**src/design/rpchc_pkg.sv**
```systemverilog
package rpchc_pkg;

	localparam int unsigned MaxReplyBytes = 65536;
	localparam int unsigned ByteW = 8;
	localparam int unsigned XidW = 32;
	localparam int unsigned WordW = 32;
	localparam int unsigned AsmW = 24;
	localparam int unsigned SkipW = 33;
	localparam int unsigned StatusW = 2;
	localparam int unsigned OffsetW = 17;
	localparam int unsigned OutDataW = 24;

	localparam logic [XidW-1:0] XidReset = 32'd1;
	localparam logic [WordW-1:0] DirReply = 32'd1;
	localparam logic [WordW-1:0] RstatAccepted = 32'd0;
	localparam logic [WordW-1:0] RstatDenied = 32'd1;
	localparam logic [WordW-1:0] AcceptSuccess = 32'd0;
	localparam logic [SkipW-1:0] PadAdd = 33'd3;
	localparam logic [SkipW-1:0] PadMask = ~33'd3;
	localparam logic [1:0] LastByteOfWord = 2'd3;

	typedef enum logic [StatusW-1:0] {
		STATUS_OK          = 2'd0,
		STATUS_DENIED      = 2'd1,
		STATUS_ACCEPT_FAIL = 2'd2,
		STATUS_MALFORMED   = 2'd3
	} status_t;

	typedef enum logic [6:0] {
		STAGE_XID    = 7'b0000001,
		STAGE_DIR    = 7'b0000010,
		STAGE_RSTAT  = 7'b0000100,
		STAGE_FLAVOR = 7'b0001000,
		STAGE_VLEN   = 7'b0010000,
		STAGE_SKIP   = 7'b0100000,
		STAGE_ACCEPT = 7'b1000000
	} stage_t;

	typedef struct packed {
		logic                data_valid;
		logic [ByteW-1:0]    data_byte;
		logic                last_byte;
	} in_item_t;

	typedef struct packed {
		logic                valid;
		status_t             status;
		logic [OffsetW-1:0]  body_offset;
	} result_t;

endpackage

```
**src/design/rpchc_parser.sv**
```systemverilog
module rpchc_parser #(
	parameter int unsigned MAX_REPLY_BYTES = rpchc_pkg::MaxReplyBytes
) (
	input  logic                          clk,
	input  logic                          arst_n,
	input  rpchc_pkg::in_item_t           item,
	input  logic                          advance,
	input  logic [rpchc_pkg::XidW-1:0]    match_xid,
	output rpchc_pkg::result_t            result
);

	localparam int unsigned PosW = $clog2(MAX_REPLY_BYTES + 1);

	rpchc_pkg::stage_t                 stage_q, stage_d;
	logic [rpchc_pkg::AsmW-1:0]        asm_q, asm_d;
	logic [1:0]                        biw_q, biw_d;
	logic [rpchc_pkg::SkipW-1:0]       skip_q, skip_d;
	logic [PosW-1:0]                   pos_q, pos_d;
	logic                              decided_q, decided_d;

	logic [rpchc_pkg::WordW-1:0]       word;
	logic [rpchc_pkg::SkipW-1:0]       padded;
	logic [PosW-1:0]                   pos_inc;
	logic [PosW+rpchc_pkg::OffsetW-1:0] pos_ext;
	logic                              res_vld;
	rpchc_pkg::status_t                res_stat;

	assign word    = {asm_q, item.data_byte};
	assign padded  = ({1'b0, word} + rpchc_pkg::PadAdd) & rpchc_pkg::PadMask;
	assign pos_inc = pos_q + PosW'(1);
	assign pos_ext = {{rpchc_pkg::OffsetW{1'b0}}, pos_inc};

	always_comb begin
		stage_d   = stage_q;
		asm_d     = asm_q;
		biw_d     = biw_q;
		skip_d    = skip_q;
		pos_d     = pos_q;
		decided_d = decided_q;
		res_vld   = 1'b0;
		res_stat  = rpchc_pkg::STATUS_MALFORMED;
		if (!decided_q) begin
			if (pos_q >= PosW'(MAX_REPLY_BYTES)) begin
				res_vld = 1'b1;
			end else begin
				pos_d = pos_inc;
				if (stage_q == rpchc_pkg::STAGE_SKIP) begin
					skip_d = skip_q - rpchc_pkg::SkipW'(1);
					if (skip_q == rpchc_pkg::SkipW'(1)) begin
						stage_d = rpchc_pkg::STAGE_ACCEPT;
					end
				end else if (biw_q != rpchc_pkg::LastByteOfWord) begin
					asm_d = {asm_q[rpchc_pkg::AsmW-rpchc_pkg::ByteW-1:0], item.data_byte};
					biw_d = biw_q + 2'd1;
				end else begin
					asm_d = '0;
					biw_d = 2'd0;
					case (stage_q)
						rpchc_pkg::STAGE_XID: begin
							if (word != match_xid) res_vld = 1'b1;
							else stage_d = rpchc_pkg::STAGE_DIR;
						end
						rpchc_pkg::STAGE_DIR: begin
							if (word != rpchc_pkg::DirReply) res_vld = 1'b1;
							else stage_d = rpchc_pkg::STAGE_RSTAT;
						end
						rpchc_pkg::STAGE_RSTAT: begin
							if (word == rpchc_pkg::RstatDenied) begin
								res_vld  = 1'b1;
								res_stat = rpchc_pkg::STATUS_DENIED;
							end else if (word != rpchc_pkg::RstatAccepted) begin
								res_vld = 1'b1;
							end else begin
								stage_d = rpchc_pkg::STAGE_FLAVOR;
							end
						end
						rpchc_pkg::STAGE_FLAVOR: begin
							stage_d = rpchc_pkg::STAGE_VLEN;
						end
						rpchc_pkg::STAGE_VLEN: begin
							if (padded == '0) begin
								stage_d = rpchc_pkg::STAGE_ACCEPT;
							end else begin
								skip_d  = padded;
								stage_d = rpchc_pkg::STAGE_SKIP;
							end
						end
						rpchc_pkg::STAGE_ACCEPT: begin
							res_vld  = 1'b1;
							res_stat = (word != rpchc_pkg::AcceptSuccess) ?
								rpchc_pkg::STATUS_ACCEPT_FAIL : rpchc_pkg::STATUS_OK;
						end
						default: begin
							res_vld = 1'b1;
						end
					endcase
				end
				if (!res_vld && item.last_byte) begin
					res_vld  = 1'b1;
					res_stat = rpchc_pkg::STATUS_MALFORMED;
				end
			end
			if (res_vld) decided_d = 1'b1;
		end
		if (item.last_byte) begin
			stage_d   = rpchc_pkg::STAGE_XID;
			asm_d     = '0;
			biw_d     = 2'd0;
			skip_d    = '0;
			pos_d     = '0;
			decided_d = 1'b0;
		end
	end

	always_ff @(posedge clk or negedge arst_n) begin
		if (!arst_n) begin
			stage_q   <= rpchc_pkg::STAGE_XID;
			asm_q     <= '0;
			biw_q     <= 2'd0;
			skip_q    <= '0;
			pos_q     <= '0;
			decided_q <= 1'b0;
		end else if (advance) begin
			stage_q   <= stage_d;
			asm_q     <= asm_d;
			biw_q     <= biw_d;
			skip_q    <= skip_d;
			pos_q     <= pos_d;
			decided_q <= decided_d;
		end
	end

	assign result.valid       = item.data_valid && res_vld;
	assign result.status      = res_stat;
	assign result.body_offset = (res_stat == rpchc_pkg::STATUS_OK) ?
		pos_ext[rpchc_pkg::OffsetW-1:0] : '0;

	a_last_clears: assert property (@(posedge clk) disable iff (!arst_n)
		advance && item.last_byte |=> !decided_q && pos_q == '0 &&
			stage_q == rpchc_pkg::STAGE_XID)
		else $error("message state not cleared after last byte");

	a_result_sets_decided: assert property (@(posedge clk) disable iff (!arst_n)
		advance && result.valid && !item.last_byte |=> decided_q)
		else $error("decision not recorded after a result");

	a_skip_word_aligned: assert property (@(posedge clk) disable iff (!arst_n)
		stage_q == rpchc_pkg::STAGE_SKIP |-> biw_q == 2'd0 && skip_q != '0)
		else $error("verifier skip entered off a word boundary");

endmodule

```
**config.mk**
```make
export PLATFORM = sky130hd
export DESIGN_NAME = rpchc_parser
export DESIGN_NICKNAME = d
export VERILOG_FILES = /design/src/design/rpchc_pkg.sv /design/src/design/rpchc_parser.sv
export SDC_FILE = /design/constraint.sdc
export NUM_CORES = 1
export LEC_CHECK = 0
export BUFFER_PORTS_ARGS = -buffer_cell sky130_fd_sc_hd__buf_2
export CORE_MARGIN = 1.5
export CORE_UTILIZATION = 32
export CTS_CLUSTER_DIAMETER = 50
export DETAILED_ROUTE_END_ITERATION = 8
export HOLD_SLACK_MARGIN = 0.03
export PLACE_DENSITY = 0.53
export SYNTH_ARGS = -nofsm -noshare
export SYNTH_HDL_FRONTEND = slang
export SYNTH_SLANG_ARGS = --single-unit
```
**constraint.sdc**
```tcl
create_clock -name clk -period 3.5 [get_ports clk]
set_clock_uncertainty 0.2 [all_clocks]
set_input_delay 0.175 -clock clk [delete_from_list [all_inputs] [get_ports clk]]
set_output_delay 0.175 -clock clk [all_outputs]
set_load 0.05 [all_outputs]
```
Yosys cells after proc, flatten, opt, wreduce, memory -nomap -nowiden
Index checks and enable logic that the tools add are counted.

Bits in registers: 84. Bits of input ports: 45. Output and inout port bits: 20. Word-level logic and storage cells: 103.

$add $sub $neg: 4. Magnitude comparators: 1. Equal/unequal tests: 22. Muxes and demuxes: 57. Reduce and logical (&&, ||, !) cells: 13.

Operators with widths (number): 33-bit 2-to-1 mux (7); 24-bit 2-to-1 mux (5); 7-bit 2-to-1 mux (11); 17-bit 2-to-1 mux (4); 7-bit case mux with 5 select lines (1); 32-bit by 2-bit adder with 33-bit output, second input constant (1); 33-bit by 1-bit equality test with 1-bit output, second input constant (1); 33-bit zero test (1); 33-bit by 1-bit subtractor with 33-bit output, second input constant (1); 32-bit by 1-bit equality test with 1-bit output, second input constant (1); 32-bit by 1-bit != test with 1-bit output, second input constant (1); 32-bit != test (1); 32-bit nonzero test (1); 2-bit 2-to-1 mux (12); 17-bit by 1-bit adder with 17-bit output, second input constant (1); 17-bit greater-or-equal comparator, second input constant (1); 4-bit != test, second input constant (4); 1-bit 2-to-1 mux (15); 10-bit AND reduction (1); 2-bit != test, second input constant (4); 7-bit by 1-bit equality test with 1-bit output, second input constant (1); 7-bit by 2-bit equality test with 1-bit output, second input constant (1); 7-bit by 3-bit equality test with 1-bit output, second input constant (1); 7-bit by 4-bit equality test with 1-bit output, second input constant (1); 17 further kinds (19).

Logic depth before layout (Yosys ltp)
Gate-level depths: netlist of run 1.

Depth in word-level cells: 16. Mapped depth: 8. Depth with buffers taken out: 7.

Least setup slack after synthesis of run 1
No wires, ideal clock.

Kind: register -> output. From: register stage_q[6]. To: output result[10] in the netlist's numbering. Data arrival time: 2.619 ns. Required time: 3.125 ns. Slack: 0.506 ns. Cell stages (with the launch flop): 9. Path buffers: 2. Path through: dfrtp_1 > clkbuf_1 > nor3_2 > nand3_1 > nand2_1 > nor4b_1 > nand4_1 > clkbuf_1 > nor2_1.

RTL lines: start, declared (RTL line rpchc_parser.sv:14) `rpchc_pkg::stage_t stage_q, stage_d;`; start signal, assigned (RTL line rpchc_parser.sv:117) `stage_q <= rpchc_pkg::STAGE_XID;`; start signal, assigned (RTL line rpchc_parser.sv:124) `stage_q <= stage_d;`; end, declared (RTL line rpchc_parser.sv:9) `output rpchc_pkg::result_t result`.

==> results of run 1 <==
sequential cells by signal, indices dropped and copies added (netlist names):
| name | cells |
|---|---|
| asm_q | 24 |
| biw_q | 2 |
| decided_q | 1 |
| pos_q | 17 |
| skip_q | 33 |
| stage_q | 7 |
final cells by class:
class                   count  area (um^2)
clock buffers               9        225.2
clock inverters             7        76.32
fillers                  1866        11130
inverters                  18        67.56
multi-input cells         597         3481
flip-flops and latches     84         2103
well taps                 229        286.5
repair buffers             96        590.6
cell families (layout without fill, tap and decap cells):
logic type,Yosys count,count (layout),synth area share [%]
simple gates,328,328,27.68
compound gates,182,182,18.08
flops,84,84,35.84
xor+xnor,75,75,11.19
buf+inv,73,130,4.840
mux,7,7,1.301
fa+ha+maj,5,5,1.066
path summary, 6_finish.rpt:
path                             from         end  slack [ps]
setup / recovery           stage_q[6]   result[2]         400
hold / removal                item[0]  stage_q[0]          60
setup reg to reg             pos_q[0]   pos_q[16]         560
hold reg to reg              biw_q[1]    biw_q[1]         300
max in group asynchronous      arst_n    pos_q[7]        2260
min in group asynchronous      arst_n   asm_q[12]          90
stage by stage:
stage | util [%] | setup slack [ps] | cell area [um^2]
final | 38.02 | 404.8 | 6830
after global routing | 38.02 | 103.3 | 6830
after CTS | 38.02 | 376.6 | 6830
after detailed placement | 35.73 | 559.4 | 6419
after global placement | 35.73 | 600.1 | 6419
after floorplan | - | 506.1 | 5868
cell usage after synthesis, drive strengths merged, types with 5 or more instances:
master,count,area share [%]
a21oi,33,2.8
a22oi,5,0.87
a31oi,8,0.85
and3,8,0.85
buf,5,0.49
clkbuf,50,3.2
dfrtp,83,35
ha,5,1.1
inv,18,1.2
mux2,5,0.96
nand2,102,6.5
nand3,27,2.3
nand4,30,3.2
nor2,75,4.8
nor2b,5,0.53
nor3,29,2.6
nor4,24,3.4
o21ai,103,8.8
o31ai,9,1.2
or4,7,0.96
xnor2,60,9.0
xor2,15,2.2
per-layer routing:
metal	part of all wire, %	global-route usage [%]	routed length [um]	up-vias
met4	1.9	6.371	335	0
met1	49	27.42	8672	2610
met5	0	0	0	-
met3	4.0	2.771	713	18
met2	45	29.75	8080	115
li1	-	-	-	2773
repair_timing:
item | CTS | global route
setup endpoints to repair | 0 | 0
endpoints found under the hold margin | 69 | 0
hold buffers | 11 | 0
power by group:
group | switching (mW) | internal (mW)
registers | 0.244 | 1.13
clock network | 0.437 | 0.557
logic | 0.825 | 0.483
critical path: cells and delay by family (launching register included):
family,cells,cell delay (ps)
simple gates,6,1380
buf+inv,2,500
flops,1,490
==> results.yml, run 1 <==
run_status:
  outcome: "completed"
clock_tree:
  cts_buffers: 9
  cts_setup_buffers: 0
  htree_levels: 3
  clk_pin_slew_ps: 70
  cts-root-buf: "clkbuf_16"
  insertion_delay_ps: 350
  clock_path_buffers: 2
  cts_tree: "done"
  numClockSinks: 84
  cts_resized: 0
drt:
  routed_wl_um: 17800
  drt-initial-drc-count: 299
  drc: 0
  drtAntennaViolNets: 0
  post_drt_wl_per_cell_um: 17.12
  vias: 5516
  routed_via_density: 5.304
  drt_pass1_iterations: 5
finish:
  n_antenna_cell: 0
  fin_nets: 856
  drive_gt1_share_pct: 14.80
  layout_commonest_cell: "nand2_1"
  final_cell_mix: "nand2_1, o21ai_0, dfrtp_1, nor2_1, buf_2"
  fin_cells: 1040
  synthToLayoutAreaGrowth_pct: 16.40
yosys:
  synth-seq-cells: 84
  synth_area_mm2: 0.005868
  synth_warnings: 0
  seq_area_frac_synth_pct: 35.84
  synth_area_per_cell_um2: 7.783
  post_synth_num_cell_types: 58
  synth_ff_type: "dfrtp_1"
  synth_edf_count: 0
  syn_inst: 754
  syn_nets: 804
  synthArstFlopShare_pct: 100.0
setup_path:
  reg2reg_depth: 9
  max_stage_delay_ps: 490
  startpoint_type: "register"
  cp_data_arrival_time_ps: 2720
  critical_path_class: "register to output port"
  required_ps: 3120
  path_cells: "nor3_2 -> nand3_1 -> nand2_1 -> nor4b_1 -> nand4_1 -> buf_4 -> nor2_1 -> buf_2"
  path_max_fanout: 17
  end_kind: "output port"
  cp_slowest_cell: "dfrtp_1"
sta:
  rsz0062_at_grt: "no"
  hold_viol_final: 0
  holdWs_ps: 58.10
  period_share_pct: 88.43
  period_minus_slack_ps: 3095
  fin_tns_setup_ps: 0
  slew_viol_final: 0
  worstMarginPinSlew_ps: 855.1
  relSlewSlack_pct: 42.83
  setup_viol: 0
  max_freq_mhz: 323.1
floorplan:
  die_x_um: 138.4
  dieHeight_um: 138.4
  core-area_mm2: 0.01796
  initial_core_util_pct: 32.67
  ios: 65
  die_area_mm2: 0.01916
  num_rows: 49
power_and_ir_drop:
  p_leak_nw: 2.748
  ir_drop_mv: 0.3092
  power_density_mw_per_mm2: 538.5
  fin_total_pwr_mw: 3.678
global_route:
  overflow: 0
  grt_pass1_vias: 5423
  track_usage_pct: 19.19
  antenna_found_initial: 0
  grt_max_degree: 51
  grt_pass1_wl_um: 29690
place:
  gp_congestion: 0.8165
  dp_cells: 1013
  dpl.hpwl_um: 12910
  io_buffers: 64
flow_run:
  cap_violations: 0
hold_path:
  worstHoldPathCells: 3
  hold_path.class: "input pin to register"
Note: power is estimated with default switching activity, not from simulation.
==> run 2: changes to the inputs <==
--- a/config.mk
+++ b/config.mk
@@ -11,7 +11,6 @@
 export CTS_CLUSTER_DIAMETER = 50
 export DETAILED_ROUTE_END_ITERATION = 8
 export HOLD_SLACK_MARGIN = 0.03
-export PLACE_DENSITY = 0.53
 export SYNTH_ARGS = -nofsm -noshare
 export SYNTH_HDL_FRONTEND = slang
 export SYNTH_SLANG_ARGS = --single-unit
==> results.yml, run 2 (synthesis gave the netlist of run 1 again) <==
place:
  gp_congestion: 0.8965
  dp_slack_ps: 601.8
  io_buffers: 64
  dp_cells: 1015
  dpl-instance-area_mm2: 0.006434
  dpl.hpwl_um: 12900
finish:
  top_regs: "skip_q x33, asm_q x24, pos_q x17"
  largest_reg_flops: 33
  drive_gt1_share_pct: 14.90
  fin_nets: 858
  layout_commonest_cell: "nand2_1"
  final_cell_mix: "nand2_1, o21ai_0, dfrtp_1, nor2_1, buf_2"
  synthToLayoutAreaGrowth_pct: 16.44
  multiInputGateArea_mm2: 0.003481
  n_antenna_cell: 0
  design_area_mm2: 0.006833
  fill_cells: 1859
  top_register: "skip_q"
  regArea_mm2: 0.002103
  fin_cells: 1041
drt:
  top_layer: "met4"
  wl_met2_um: 8603
  drt_pass1_iterations: 5
  drc: 0
  vias: 5672
  post_drt_wl_per_cell_um: 17.17
  routed_via_density: 5.449
  drtAntennaViolNets: 0
  drt-initial-drc-count: 381
  wl_met3_um: 667
  wl_met1_um: 8010
  routed_wl_um: 17870
global_route:
  antenna_found_initial: 0
  track_usage_pct: 19.02
  grt_pass1_vias: 5478
  overflow: 0
  grt_pass1_wl_um: 29030
  grt_max_degree: 49
power_and_ir_drop:
  p_leak_nw: 2.755
  power_density_mw_per_mm2: 538.0
  fin_total_pwr_mw: 3.676
  ir_drop_mv: 0.2926
setup_path:
  required_ps: 3120
  startpoint_type: "register"
  critPathTopFamily: "simple AND/OR/NAND/NOR gates"
  cp_slowest_cell: "nor4_1"
  path_cells: "nor3_2 -> nand4_1 -> nor4_1 -> nand3_1 -> a211oi_1 -> a21oi_1 -> buf_2"
  cp.buffers_inverters: 1
  max_stage_delay_ps: 560
  end_kind: "output port"
  critical_path_class: "register to output port"
  path_max_fanout: 9
  cp_data_arrival_time_ps: 2800
clock_tree:
  cts-root-buf: "clkbuf_16"
  numClockSinks: 84
  clock_path_buffers: 2
  cts_tree: "done"
  cts_setup_buffers: 0
  cts_resized: 0
  insertion_delay_ps: 350
  cts_buffers: 9
  clk_pin_slew_ps: 60
  htree_levels: 3
hold_path:
  hold_path.class: "input pin to register"
floorplan:
  initial_core_util_pct: 32.67
  die_area_mm2: 0.01916
  ios: 65
  dieHeight_um: 138.4
  die_x_um: 138.4
  num_rows: 49
  core-area_mm2: 0.01796
sta:
  fin_tns_setup_ps: 0
  rsz0062_at_grt: "no"
  setup_viol: 0
  worstMarginPinSlew_ps: 1056
  slew_viol_final: 0
  relSlewSlack_pct: 29.26
  hold_viol_final: 0
  period_minus_slack_ps: 3171
  layout_setup_ws_ps: 328.8
  period_share_pct: 90.61
  max_freq_mhz: 315.3
run_status:
  outcome: "completed"
flow_run:
  cap_violations: 0
[run 2: through the flow]
stage               hold WS, ps  utilization (%)
finish                    45.93            38.04
floorplan                -320.6                -
detailed placement       -23.69            35.82
CTS                       41.39            38.04
global route              67.41            38.04
global placement         -18.49            35.82
[run 2: area by class of cell]
class | count | area share [%]
clock buffers | 9 | 3.296
multi-input cells | 597 | 50.94
repair buffers | 98 | 8.863
inverters | 18 | 0.9888
flip-flops and latches | 84 | 30.78
well taps | 229 | 4.193
clock inverters | 6 | 0.9339
[run 2: worst reg2reg max path: stages, from the launching register on]
cell and delay [ps]:
dfrtp_1 470, nor4_1 340, nand4_1 260, nor4_2 490
o32a_1 550, buf_4 340, o21ai_0 140, o211ai_1 100
[run 2: repair_timing]
action                                 4_1_cts  5_1_grt
setup endpoints to repair                    0        0
hold buffers                                11        0
endpoints found under the hold margin       46        0
[run 2: final timing paths]
| path | start | to | slack, ps | cells after the start |
|---|---|---|---|---|
| max in group asynchronous | arst_n | pos_q[15] | 2170 | 3 |
| max reg2reg | asm_q[13] | skip_q[13] | 540 | 7 |
| min in group asynchronous | arst_n | asm_q[7] | 130 | 2 |
| min reg2reg | biw_q[1] | biw_q[1] | 300 | 1 |
| min | item[0] | stage_q[0] | 50 | 3 |
| max | stage_q[6] | result[19] | 330 | 7 |
[run 2: metal layers]
layer	GRT usage [%]	vias up
met3	1.905	34
met5	0	-
li1	-	2775
met2	31.29	146
met4	9.141	0
met1	25.11	2717
[run 2: where the power goes]
part | internal (mW) | switching, mW | total, mW
combinational | 0.487 | 0.869 | 1.36
clock | 0.549 | 0.418 | 0.967
sequential | 1.13 | 0.221 | 1.35
==> run 3: changes to the inputs <==
==> constraint.sdc (replaced) <==
create_clock -name clk -period 3.6 [get_ports clk]
set_clock_uncertainty 0.2 [all_clocks]
set_input_delay 0.18 -clock clk [delete_from_list [all_inputs] [get_ports clk]]
set_output_delay 0.18 -clock clk [all_outputs]
set_load 0.05 [all_outputs]
==> results.yml, run 3 (synthesis gave the netlist of run 1 again) <==
floorplan:
  initial_core_util_pct: 32.67
  dieHeight_um: 138.4
  ios: 65
  core-area_mm2: 0.01796
  die_x_um: 138.4
  die_area_mm2: 0.01916
  num_rows: 49
power_and_ir_drop:
  ir_drop_mv: 0.2313
  p_leak_nw: 2.744
  power_density_mw_per_mm2: 527.8
global_route:
  track_usage_pct: 18.54
  overflow: 0
  grt_pass1_wl_um: 28460
  grt_pass1_vias: 5298
  grt_max_degree: 63
  antenna_found_initial: 0
flow_run:
  cap_violations: 0
clock_tree:
  numClockSinks: 84
  clock_path_buffers: 2
  insertion_delay_ps: 350
  cts_buffers: 9
  cts-root-buf: "clkbuf_16"
  cts_resized: 0
  cts_setup_buffers: 0
  cts_tree: "done"
  clk_pin_slew_ps: 60
  cts_hold_buf: 11
  htree_levels: 3
place:
  gp_congestion: 0.9163
  dp_cells: 1010
  dpl.hpwl_um: 12520
  io_buffers: 64
  dp_slack_ps: 674.9
finish:
  final_cell_mix: "nand2_1, o21ai_0, dfrtp_1, nor2_1, buf_2"
  synthToLayoutAreaGrowth_pct: 16.10
  largest_reg_flops: 33
  top_register: "skip_q"
  top_regs: "skip_q x33, asm_q x24, pos_q x17"
  fill_cells: 1867
  fin_nets: 853
  n_antenna_cell: 0
  layout_commonest_cell: "nand2_1"
  drive_gt1_share_pct: 14.48
  fin_cells: 1037
hold_path:
  min_to: "stage_q[0]"
  worstHoldPathCells: 3
  hold_path.class: "input pin to register"
  min_from: "item[0]"
setup_path:
  critical_path_class: "register to output port"
  path_max_fanout: 9
  reg2reg_depth: 6
  required_ps: 3220
  startpoint_type: "register"
  rr_endpoint: "stage_q[6]"
  rrSetupSlack_ps: 640
  end_kind: "output port"
  r2r-start: "stage_q[6]"
  cp_data_arrival_time_ps: 2850
sta:
  period_share_pct: 89.64
  worstMarginPinSlew_ps: 953.7
  hold_viol_final: 0
  period_minus_slack_ps: 3227
  fin_tns_setup_ps: 0
  max_freq_mhz: 309.9
  layout_setup_ws_ps: 372.9
  rsz0062_at_grt: "no"
  setup_viol: 0
  slew_viol_final: 0
  relSlewSlack_pct: 36.12
drt:
  drt_pass1_iterations: 5
  drtAntennaViolNets: 0
  drt-initial-drc-count: 437
  wl_met2_um: 8228
  vias: 5697
  wl_met1_um: 7970
  post_drt_wl_per_cell_um: 16.94
  wl_met3_um: 921
  routed_wl_um: 17560
  top_layer: "met4"
  drc: 0
  routed_via_density: 5.494
run_status:
  outcome: "completed"
run 3: metrics by stage:
stage / total power [mW] / instance area (um^2) / hold WS, ps / utilization (%)
6_report: 3.596 / 6813 / 26.83 / 37.93
3_3_place_gp: 2.591 / 6396 / 112.1 / 35.61
4_1_cts: 3.605 / 6813 / 34.75 / 37.93
2_1_floorplan: 2.238 / 5868 / -315.6 / -
3_5_place_dp: 2.606 / 6396 / 130.4 / 35.61
5_1_grt: 3.824 / 6813 / 86.77 / 37.93
run 3: area by class of cell:
| class | count | area (um^2) | area share, % |
|---|---|---|---|
| clock buffer | 9 | 225.2 | 3.306 |
| clock inverter | 7 | 81.33 | 1.194 |
| inverter | 18 | 67.56 | 0.9917 |
| multi-input combinational | 597 | 3481 | 51.09 |
| sequential | 84 | 2103 | 30.87 |
| tap | 229 | 286.5 | 4.206 |
| timing repair buffer | 93 | 568.0 | 8.338 |
run 3: per-layer routing:
layer,global-route usage [%],vias up
met5,0,-
met4,7.867,0
met3,2.182,28
met2,29.85,180
met1,25.22,2720
li1,-,2769
run 3: how the worst max path moves through the flow:
stage	from	cells after the start	end	slack, ps
floorplan	stage_q[6]	8	result[10]	600
finish	stage_q[6]	7	result[19]	370
CTS	stage_q[6]	9	result[2]	380
global placement	stage_q[6]	6	stage_q[4]	700
global route	stage_q[6]	9	result[11]	160
detailed placement	skip_q[17]	6	stage_q[6]	670
run 3: where the power goes:
group	leakage, nW	internal (mW)	switching (mW)
registers	1.14	1.10	0.236
clock network	0.153	0.550	0.431
logic	1.45	0.469	0.810
run 3: worst max-delay path: stages, from the launching register on:
cell,delay [ps]
dfrtp_1,490
nor3_2,460
nand4_1,150
nor4_1,560
nand3_1,160
a211oi_1,350
a21oi_1,110
buf_2,220
